**src/rtl/core/wsfp_pkg.sv**
```systemverilog
// ----------------------------------------------------------------------------
// wsfp_pkg
// Shared types and constants for the WebSocket frame parser.
// ----------------------------------------------------------------------------
package wsfp_pkg;

  localparam logic [1:0] ST_OK      = 2'd0;
  localparam logic [1:0] ST_HDR_INC = 2'd1;
  localparam logic [1:0] ST_PAY_INC = 2'd2;

  localparam logic [6:0] LEN_MAX_SHORT = 7'd125;
  localparam logic [6:0] LEN_CODE_16   = 7'd126;
  localparam logic [3:0] EXT_BYTES_16  = 4'd2;
  localparam logic [3:0] EXT_BYTES_64  = 4'd8;
  localparam logic [3:0] KEY_BYTES     = 4'd4;

  typedef struct packed {
    logic [7:0]  out_byte;
    logic        is_payload;
    logic        fin_flag;
    logic [3:0]  frame_opcode;
    logic        was_masked;
    logic [63:0] payload_length;
    logic        frame_done;
    logic [1:0]  status;
  } wsfp_res_t;

endpackage

```
**src/rtl/core/wsfp_decode.sv**
```systemverilog
// ----------------------------------------------------------------------------
// wsfp_decode
// Frame state and per-byte decode: header fields, extended length, mask key
// capture and payload unmasking. One byte per step.
// ----------------------------------------------------------------------------
module wsfp_decode import wsfp_pkg::*; (
  input  logic       clk,
  input  logic       rst_n,
  input  logic       step,
  input  logic [7:0] data_byte,
  input  logic       buffer_end,
  output logic       res_valid,
  output wsfp_res_t  res
);

  typedef enum logic [2:0] {
    PH_HDR0  = 3'd0,
    PH_HDR1  = 3'd1,
    PH_EXT   = 3'd2,
    PH_KEY   = 3'd3,
    PH_PAY   = 3'd4,
    PH_DRAIN = 3'd5
  } phase_t;

  phase_t      phase_r, phase_nxt;
  logic [3:0]  ext_count_r, ext_count_nxt;
  logic        fin_bit_r, fin_bit_nxt;
  logic [3:0]  opcode_r, opcode_nxt;
  logic        mask_bit_r, mask_bit_nxt;
  logic [6:0]  length_code_r, length_code_nxt;
  logic [63:0] length_value_r, length_value_nxt;
  logic [31:0] key_bytes_r, key_bytes_nxt;
  logic [63:0] payload_index_r, payload_index_nxt;

  logic [3:0]  ext_inc;
  logic [3:0]  ext_target;
  logic [63:0] pidx_inc;
  logic [7:0]  key_byte;
  logic [7:0]  outb;
  logic        is_pay;
  logic        done;
  logic [1:0]  status;
  logic        hdr_complete;

  always_comb begin
    phase_nxt         = phase_r;
    ext_count_nxt     = ext_count_r;
    fin_bit_nxt       = fin_bit_r;
    opcode_nxt        = opcode_r;
    mask_bit_nxt      = mask_bit_r;
    length_code_nxt   = length_code_r;
    length_value_nxt  = length_value_r;
    key_bytes_nxt     = key_bytes_r;
    payload_index_nxt = payload_index_r;
    outb              = data_byte;
    is_pay            = 1'b0;
    done              = 1'b0;
    status            = ST_OK;
    res_valid         = 1'b1;

    ext_inc    = ext_count_r + 4'd1;
    ext_target = (length_code_r == LEN_CODE_16) ? EXT_BYTES_16 : EXT_BYTES_64;
    pidx_inc   = payload_index_r + 64'd1;
    key_byte   = key_bytes_r[{payload_index_r[1:0], 3'b000} +: 8];

    case (phase_r)
      PH_DRAIN: begin
        // trailing bytes after the frame give no item
        res_valid = 1'b0;
        if (buffer_end) begin
          phase_nxt = PH_HDR0;
        end
      end
      PH_HDR1: begin
        mask_bit_nxt    = data_byte[7];
        length_code_nxt = data_byte[6:0];
        ext_count_nxt   = 4'd0;
        if (data_byte[6:0] <= LEN_MAX_SHORT) begin
          length_value_nxt = {57'd0, data_byte[6:0]};
          if (data_byte[7]) begin
            phase_nxt = PH_KEY;
          end else if (data_byte[6:0] == 7'd0) begin
            phase_nxt = PH_DRAIN;
            done      = 1'b1;
          end else begin
            phase_nxt = PH_PAY;
          end
        end else begin
          phase_nxt = PH_EXT;
        end
      end
      PH_EXT: begin
        length_value_nxt = {length_value_r[55:0], data_byte};
        ext_count_nxt    = ext_inc;
        if (ext_inc == ext_target) begin
          ext_count_nxt = 4'd0;
          if (mask_bit_r) begin
            phase_nxt = PH_KEY;
          end else if (length_value_nxt == 64'd0) begin
            phase_nxt = PH_DRAIN;
            done      = 1'b1;
          end else begin
            phase_nxt = PH_PAY;
          end
        end
      end
      PH_KEY: begin
        key_bytes_nxt[{ext_count_r[1:0], 3'b000} +: 8] =
          key_bytes_r[{ext_count_r[1:0], 3'b000} +: 8] | data_byte;
        ext_count_nxt = ext_inc;
        if (ext_inc >= KEY_BYTES) begin
          ext_count_nxt = 4'd0;
          if (length_value_r == 64'd0) begin
            phase_nxt = PH_DRAIN;
            done      = 1'b1;
          end else begin
            phase_nxt = PH_PAY;
          end
        end
      end
      PH_PAY: begin
        is_pay = 1'b1;
        if (mask_bit_r) begin
          outb = data_byte ^ key_byte;
        end
        payload_index_nxt = pidx_inc;
        if (pidx_inc == length_value_r) begin
          phase_nxt = PH_DRAIN;
          done      = 1'b1;
        end
      end
      default: begin
        // first header byte; unused phase codes land here too
        fin_bit_nxt       = data_byte[7];
        opcode_nxt        = data_byte[3:0];
        mask_bit_nxt      = 1'b0;
        length_code_nxt   = 7'd0;
        length_value_nxt  = 64'd0;
        key_bytes_nxt     = 32'd0;
        payload_index_nxt = 64'd0;
        ext_count_nxt     = 4'd0;
        phase_nxt         = PH_HDR1;
      end
    endcase

    hdr_complete = (phase_nxt == PH_PAY) || (phase_nxt == PH_DRAIN);

    if (buffer_end && res_valid) begin
      if (!done) begin
        done   = 1'b1;
        status = hdr_complete ? ST_PAY_INC : ST_HDR_INC;
      end
      phase_nxt     = PH_HDR0;
      ext_count_nxt = 4'd0;
    end

    res.out_byte       = outb;
    res.is_payload     = is_pay;
    res.fin_flag       = fin_bit_nxt;
    res.frame_opcode   = opcode_nxt;
    res.was_masked     = mask_bit_nxt;
    res.payload_length = hdr_complete ? length_value_nxt : 64'd0;
    res.frame_done     = done;
    res.status         = status;
  end

  always_ff @(posedge clk) begin
    if (!rst_n) begin
      phase_r         <= PH_HDR0;
      ext_count_r     <= 4'd0;
      fin_bit_r       <= 1'b0;
      opcode_r        <= 4'd0;
      mask_bit_r      <= 1'b0;
      length_code_r   <= 7'd0;
      length_value_r  <= 64'd0;
      key_bytes_r     <= 32'd0;
      payload_index_r <= 64'd0;
    end else if (step) begin
      phase_r         <= phase_nxt;
      ext_count_r     <= ext_count_nxt;
      fin_bit_r       <= fin_bit_nxt;
      opcode_r        <= opcode_nxt;
      mask_bit_r      <= mask_bit_nxt;
      length_code_r   <= length_code_nxt;
      length_value_r  <= length_value_nxt;
      key_bytes_r     <= key_bytes_nxt;
      payload_index_r <= payload_index_nxt;
    end
  end

`ifndef ASSERT_OFF
  a_err_is_done: assert property (@(posedge clk) disable iff (!rst_n)
    (step && res_valid && res.status != ST_OK) |-> res.frame_done)
    else $error("error status without frame_done");

  a_pay_not_hdr_err: assert property (@(posedge clk) disable iff (!rst_n)
    (step && res_valid && res.is_payload) |-> (res.status != ST_HDR_INC))
    else $error("payload item flagged as incomplete header");

  a_end_restarts: assert property (@(posedge clk) disable iff (!rst_n)
    (step && buffer_end) |=> (phase_r == PH_HDR0))
    else $error("buffer end did not return to first header byte");
`endif

endmodule

```
**src/rtl/core/websocket_frame_parser.sv**
```systemverilog
// ----------------------------------------------------------------------------
// websocket_frame_parser
// Decodes one WebSocket frame per received buffer, one byte per cycle when not stalled.
// ----------------------------------------------------------------------------
//  channel   handshake             payload
//  in        in_valid / in_stall   in_data_byte, in_buffer_end
//  out       out_valid / out_stall out_out_byte ... out_status (one item max)
//
//  One byte per cycle sustained while out_stall is low. out_valid rises once the
//  byte has passed the input register and been decoded into the result register.
//  Bytes after the frame end give no item. rst_n is synchronous, active low.
//  out_stall holds the result register; the input register still takes one
//  more item if it is empty, after which in_stall rises.
// ----------------------------------------------------------------------------
module websocket_frame_parser import wsfp_pkg::*; (
  input  logic        clk,
  input  logic        rst_n,
  input  logic        in_valid,
  output logic        in_stall,
  input  logic [7:0]  in_data_byte,
  input  logic        in_buffer_end,
  output logic        out_valid,
  input  logic        out_stall,
  output logic [7:0]  out_out_byte,
  output logic        out_is_payload,
  output logic        out_fin_flag,
  output logic [3:0]  out_frame_opcode,
  output logic        out_was_masked,
  output logic [63:0] out_payload_length,
  output logic        out_frame_done,
  output logic [1:0]  out_status
);

  logic       in_vld_r;
  logic [7:0] in_byte_r;
  logic       in_end_r;
  logic       out_vld_r;
  wsfp_res_t  res_r;
  wsfp_res_t  res;
  logic       res_valid;
  logic       fire;

  // decode a held byte whenever the result register can take an item
  assign fire     = in_vld_r && (!out_vld_r || !out_stall);
  assign in_stall = in_vld_r && !fire;

  wsfp_decode u_decode (
    .clk        (clk),
    .rst_n      (rst_n),
    .step       (fire),
    .data_byte  (in_byte_r),
    .buffer_end (in_end_r),
    .res_valid  (res_valid),
    .res        (res)
  );

  always_ff @(posedge clk) begin
    if (!rst_n) begin
      in_vld_r  <= 1'b0;
      out_vld_r <= 1'b0;
    end else begin
      if (!in_stall) begin
        in_vld_r <= in_valid;
      end
      if (fire) begin
        out_vld_r <= res_valid;
      end else if (!out_stall) begin
        out_vld_r <= 1'b0;
      end
    end
  end

  always_ff @(posedge clk) begin
    if (in_valid && !in_stall) begin
      in_byte_r <= in_data_byte;
      in_end_r  <= in_buffer_end;
    end
    if (fire && res_valid) begin
      res_r <= res;
    end
  end

  assign out_valid          = out_vld_r;
  assign out_out_byte       = res_r.out_byte;
  assign out_is_payload     = res_r.is_payload;
  assign out_fin_flag       = res_r.fin_flag;
  assign out_frame_opcode   = res_r.frame_opcode;
  assign out_was_masked     = res_r.was_masked;
  assign out_payload_length = res_r.payload_length;
  assign out_frame_done     = res_r.frame_done;
  assign out_status         = res_r.status;

endmodule
```
**config.mk**
```make
export PLATFORM = sky130hd
export DESIGN_NAME = websocket_frame_parser
export DESIGN_NICKNAME = d
export VERILOG_FILES = /design/src/rtl/core/wsfp_pkg.sv /design/src/rtl/core/wsfp_decode.sv /design/src/rtl/core/websocket_frame_parser.sv
export SDC_FILE = /design/constraint.sdc
export NUM_CORES = 1
export LEC_CHECK = 0
export BUFFER_PORTS_ARGS = -buffer_cell sky130_fd_sc_hd__buf_4
export CAP_MARGIN = 20
export CELL_PAD_IN_SITES_DETAIL_PLACEMENT = 1
export CELL_PAD_IN_SITES_GLOBAL_PLACEMENT = 2
export CORE_ASPECT_RATIO = 0.8
export CORE_MARGIN = 2
export CORE_UTILIZATION = 30
export CTS_BUF_LIST = sky130_fd_sc_hd__clkbuf_8
export CTS_CLUSTER_SIZE = 28
export DETAILED_ROUTE_END_ITERATION = 10
export GPL_ROUTABILITY_DRIVEN = 1
export HOLD_SLACK_MARGIN = 0.02
export PLACE_DENSITY_LB_ADDON = 0.1
export SYNTH_ARGS = -nofsm -noshare
export SYNTH_HDL_FRONTEND = slang
export SYNTH_HIERARCHICAL = 1
export SYNTH_SLANG_ARGS = --single-unit
```
**constraint.sdc**
```tcl
create_clock -name clk -period 6.1 [get_ports clk]
set_input_delay 0.305 -clock clk [delete_from_list [all_inputs] [get_ports clk]]
set_output_delay 0.305 -clock clk [all_outputs]
set_load 0.1 [all_outputs]
```
Word level (Yosys, flattened, before mapping) --
Index checks and enable logic that the tools add are counted.
Operators by class: equality and inequality tests 12, shifts and indexed selects 4, bitwise logic cells 6, add/sub/neg operators 3, magnitude comparators 2, mux-type cells 43, reductions and logical operators 25
Operator list (number):
- 64-bit case mux with 3 select lines | 1
- 64-bit logical NOT | 2
- 64-bit case mux with 2 select lines | 1
- 64-bit by 1-bit adder with 64-bit output, second input constant | 1
- 64-bit == test | 1
- 64-bit two-way mux | 1
- 32-bit case mux with 2 select lines | 1
- 32-bit by 6-bit variable part select with 8-bit output | 2
- 32-bit bitwise mux | 1
- 8-bit by 7-bit variable shift with 32-bit output, first input constant | 1
- 8-bit by 7-bit variable part select with 32-bit output | 1
- 3-bit two-way mux | 8
- 4-bit two-way mux | 5
- 1-bit two-way mux | 17
- 8-bit two-way mux | 2
- 3-bit case mux with 5 select lines | 1
- 7-bit case mux with 2 select lines | 1
- 3-bit == test, second input constant | 4
- 4-bit case mux with 3 select lines | 1
- 4-bit OR reduction | 3
- 8-bit OR | 1
- 2-bit AND reduction | 4
- 8-bit XOR | 1
- 7-bit == test, second input constant | 1
- other kinds (19) | 33
Word-level totals: register bits 273, word-level logic and storage cells 116, input port bits 13, output and inout port bits 84

Depth between registers and ports, before layout --
depth after elaboration 8, mapped depth 13, gate-level depth less buffers 10

Cells and area by module --
The synthesis kept the hierarchy.
By module, submodules not included:
- wsfp_decode | area each 12179.2 um^2, cells each 1633, sequential area each 3603.5 um^2, instances 1
- websocket_frame_parser | area each 2824.0 um^2, cells each 101, sequential area each 2772.7 um^2, instances 1

Least setup slack after synthesis --
OpenSTA, ideal clock, no wires.
kind register -> register, start point reg u_decode.phase_r[1], end point reg res_r (netlist bit out_fin_flag) (enable), arrival 4.800 ns, period minus slack after synthesis 5.350 ns, library setup time 0.549 ns, buffers on the path 1, required time 5.551 ns, cell stages (with the launch flop) 5, path slack 0.750 ns, cell sequence dfxtp_1 clkbuf_1 nand3b_1 nand2_1 a21oi_1
On the way: word-level cells in the longest chain between the ends 3
Ends and longest elaborated chain:
- start: declaration | RTL line wsfp_decode.sv:25 | phase_t phase_r, phase_nxt;
- start signal: assignment | RTL line wsfp_decode.sv:179 | phase_r <= phase_nxt;
- 3-bit == test | RTL line wsfp_decode.sv:66 | case (phase_r)
- 1-bit two-way mux | RTL line wsfp_decode.sv:66
- via res_valid | RTL line websocket_frame_parser.sv:40 | logic res_valid;
- 1-bit logical AND | RTL line websocket_frame_parser.sv:78 | if (fire && res_valid) begin
- end signal: assignment | RTL line websocket_frame_parser.sv:79 | res_r <= res;
- end: declaration | RTL line websocket_frame_parser.sv:38 | wsfp_res_t res_r;
The timed path passes the listed nets, and every way through them passes these cells. A chain may end at the register's enable or synchronous reset.

Final worst setup path --
start point reg u_decode.payload_index_r[1], end point reg res_r (netlist bit out_status[1]) (data pin)
On the way: word-level cells in the longest chain between the ends 7, elaborated cells between the ends (all ways) 11, those cells by class add/sub: 1; eq/ne: 3; mux: 5; reduce/logical: 2
Ends and longest elaborated chain:
- start: declaration | RTL line wsfp_decode.sv:33 | logic [63:0] payload_index_r, payload_index_nxt;
- start signal: assignment | RTL line wsfp_decode.sv:187 | payload_index_r <= payload_index_nxt;
- 64-bit by 1-bit adder with 64-bit output (*) | RTL line wsfp_decode.sv:63 | pidx_inc = payload_index_r + 64'd1;
- 64-bit == test (*) | RTL line wsfp_decode.sv:127 | if (pidx_inc == length_value_r) begin
- 3-bit two-way mux | RTL line wsfp_decode.sv:127
- 3-bit case mux with 5 select lines | RTL line wsfp_decode.sv:66
- 3-bit == test | RTL line wsfp_decode.sv:146 | hdr_complete = (phase_nxt == PH_PAY) || (phase_nxt == PH_DRAIN);
- 1-bit logical OR | RTL line wsfp_decode.sv:146
- 2-bit two-way mux | RTL line wsfp_decode.sv:151 | status = hdr_complete ? ST_PAY_INC : ST_HDR_INC;
Every way passes the cells marked *; elsewhere a longest branch is shown, timed or not.

==> run summary <==
FLOORPLANNING
----------------------------------------------------------------------------
Number of top-level pins                                                  97
Number of core rows                                                       73
Width of the chip                                                     254 um
Initial core utilization                                               30.3%
Floorplan Core Area                                              49500 sq um
Die outline height                                                    204 um
Die area                                                         51800 sq um

YOSYS
----------------------------------------------------------------------------
Primary FF master, synth                                        sky130_fd_sc_hd__dfxtp_1
Ys Warns                                                                   6
Count of distinct cell types in the synthesized netlist                   81
Netlist area before placement                                    15000 sq um
Cells after synthesis                                                   1734
Number of flops mapped to enable cells by yosys                           91
Seq/Total Area, Yosys                                                  42.5%
Net count after synthesis                                               1752
Flops & latches, synth                                                   273
Async set-reset flop share out of synthesis                               0%
Synthesized area divided by synthesized cell count                8.65 sq um

ROUTING
----------------------------------------------------------------------------
Initial detailed-routing violation count                                1121
Wire length per cell after detailed routing                          25.1 um
Post-detailed-route count of antenna-violating nets                        0
Routed via count                                                       14.0k
TritonRoute pass-1 iters                                                   5
Detailed-route wire length                                          62500 um
Drt drc                                                                    0
Via count normalized by instance count                                  5.62

TIMING
----------------------------------------------------------------------------
Number of setup violations in the final report                             0
Final count of hold timing violations                                      0
Final clock skew                                                     33.1 ps
Share of the clock period used by the worst path after layout          70.0%
Slew at the pin closest to its max-slew limit                        1130 ps
Min Tclk post-route                                                  4270 ps
Max_slew headroom                                                      24.2%
Maximum clock frequency                                            0.234 GHz
Setup repair after global routing missed its margin                       no
Accumulated negative setup slack                                        0 ps
Post-layout worst setup margin                                       1830 ps
Max-slew violation count                                                   0

GLOBAL ROUTE
----------------------------------------------------------------------------
Initial antenna violation count                                            1
Largest net degree at the start of global routing                         83
Global-route wire length before repair                              92500 um
Remaining Overflow, GRT                                                    0
Tot GR Track Use                                                       23.9%
Number of global-route vias before repair                              13.8k

CRITICAL PATH
----------------------------------------------------------------------------
Critical path class                                                  reg2reg
Critical path endpoint category                                     register
Slowest cell on the critical path                               sky130_fd_sc_hd__nor4_2
Critical path, cell by cell                                     and4_1 -> nand2_1 -> nor4_2 -> nand4_1 -> xnor2_1 -> nand4_1 -> nor4_1 -> a31oi_1 -> nor3b_2
Kind of start point of the critical path                            register
Delay of the slowest critical-path stage                             1010 ps
Worst Path Max Fanout                                                     13
Data arrival time of the critical path                               4660 ps
Worst R2R Setup Slack                                                1830 ps
Crit-path most repeated cell                                    sky130_fd_sc_hd__nand4_1
Worst Reg-to-Reg Cells                                                     9
WP data required                                                     6490 ps

CELLS AND AREA
----------------------------------------------------------------------------
Final cell count without fillers                                        2492
Layout area overhead                                                   15.1%
Multi-input gate area                                             7960 sq um
Most common cell after layout, fill and taps aside              sky130_fd_sc_hd__nor2_1
Antenna cell count                                                         0
Final nets                                                              1794
Fraction of layout instances using a drive strength above 1            14.0%
Area taken by flip-flops and latches                              6380 sq um
Leading cell types in the layout, fill and taps excluded        sky130_fd_sc_hd__nor2_1 (266), sky130_fd_sc_hd__dfxtp_1 (182), sky130_fd_sc_hd__a22oi_1 (152), sky130_fd_sc_hd__nand2_1 (150), sky130_fd_sc_hd__a21oi_1 (115)
Count of filler cells inserted in the layout                            5806

FLOW RUN
----------------------------------------------------------------------------
Total of max-cap violations                                                0

CLOCKING
----------------------------------------------------------------------------
Clock transition at the registers of the reported paths                60 ps
Root Buffer Master                                              sky130_fd_sc_hd__clkbuf_8
Number of sinks driven by the clock tree                                 273
Later-pin clock latency in the skew report                            670 ps
CTS tree                                                               built
Deepest clock path buffer count                                            3
CTS buffer count                                                          50
Number of H-tree levels                                                    2
Number of buffers added for setup after CTS                                0

POWER
----------------------------------------------------------------------------
Final Power                                                        0.00402 W
Cell Pwr Density                                                 232 nW/um^2
IR drop worst, VDD                                                    121 uV
Static Leak                                                          5.94 nW

PLACE
----------------------------------------------------------------------------
Worst slack after detailed placement                                 1810 ps
Number of placed instances, taps included                               2384
Final weighted congestion in routability-driven placement              0.908
DP HPWL                                                             44600 um
IO Port Bufs                                                              96

WORST HOLD PATH
----------------------------------------------------------------------------
WHS Path Cells                                                             2
Worst min-delay path category                                         in2reg

STATUS
----------------------------------------------------------------------------
Run status                                                      finished clean

-- final cells by class --
cell class | count | share of cell area (%)
multi-input combinational | 1305 | 46.1
sequential | 273 | 36.9
timing repair buffer | 131 | 6.11
tap | 675 | 4.89
clock buffer | 57 | 4.54
clock inverter | 36 | 1.14
inverter | 15 | 0.340
-- timing repair --
item,4_1_cts,5_1_grt
resized for setup,0,0
hold buffers,13,0
endpoints found under the hold margin,14,0
-- logic make-up after synthesis --
family / after synthesis / synth area share, %
flip-flops: 273 / 42.5
adder cells (fa/ha/maj): 5 / 0.417
AO/OA/AOI/OAI: 378 / 16.3
buffers and inverters: 156 / 4.81
XOR/XNOR: 112 / 6.59
AND/OR/NAND/NOR: 794 / 27.0
multiplexers: 16 / 2.40
-- synthesized netlist by cell type, types with 38 or more instances --
cell	count	area, sq um
sky130_fd_sc_hd__nand2_1	152	571
sky130_fd_sc_hd__nand4_1	52	325
sky130_fd_sc_hd__clkbuf_1	107	402
sky130_fd_sc_hd__xor2_1	38	333
sky130_fd_sc_hd__o21ai_0	49	245
sky130_fd_sc_hd__xnor2_1	73	639
sky130_fd_sc_hd__nor4_1	52	325
sky130_fd_sc_hd__nand3_1	51	255
sky130_fd_sc_hd__a22oi_1	152	1140
sky130_fd_sc_hd__nor3_1	53	265
sky130_fd_sc_hd__nor2_1	268	1010
sky130_fd_sc_hd__dfxtp_1	182	3640
sky130_fd_sc_hd__edfxtp_1	91	2730
sky130_fd_sc_hd__a21oi_1	116	581
-- final timing paths --
path / from / end
worst max-delay path: u_decode/payload_index_r[1]$_SDFFE_PN0P_ / out_status[1]$_DFFE_PP_
worst max register to register: u_decode/payload_index_r[1]$_SDFFE_PN0P_ / out_status[1]$_DFFE_PP_
worst min-delay path: in_data_byte[0] / in_byte_r[0]$_DFFE_PP_
worst min register to register: u_decode/length_code_r[0]$_SDFFE_PN0P_ / u_decode/length_code_r[0]$_SDFFE_PN0P_
-- critical path: cells and delay by family (launching register included) --
kind            cells  cell delay (ps)
xor+xnor            1              350
compound gates      1              200
simple gates        7             2740
flops               1              720
-- sequential cells by signal, summed over array words and instances (netlist names), 2 cells and up --
| register | cells |
|---|---|
| u_decode/ext_count_r | 4 |
| u_decode/payload_index_r | 64 |
| out_payload_length | 64 |
| u_decode/opcode_r | 4 |
| u_decode/length_value_r | 64 |
| u_decode/length_code_r | 7 |
| u_decode/key_bytes_r | 32 |
| u_decode/phase_r | 3 |
| out_out_byte | 8 |
| out_status | 2 |
| in_byte_r | 8 |
| out_frame_opcode | 4 |
-- power breakdown --
part	switching, W	internal, W	total (W)	leakage [nW]
clock	0.000875	0.000905	0.00178	0.578
sequential	0.0000243	0.00190	0.00193	2.37
combinational	0.000250	0.0000582	0.000308	2.99
-- routing by layer --
metal	routed length (um)	vias up	global-route usage (%)	part of all wire (%)
met3	4640	78	5.27	7.4
met4	1060	0	5.59	1.7
met2	24600	438	32.0	39
li1	-	6437	-	-
met1	32200	7048	37.9	52
met5	0	-	0	0
-- through the flow --
stage / utilization [%] / hold slack, ps / instance area [sq um]
2_1_floorplan: - / 404 / 15000
3_5_place_dp: 32.6 / 447 / 16100
4_1_cts: 34.8 / 312 / 17200
6_report: 34.9 / 362 / 17300
3_3_place_gp: 32.6 / 442 / 16100
5_1_grt: 34.9 / 348 / 17300
(Power assumes the default switching activity.)
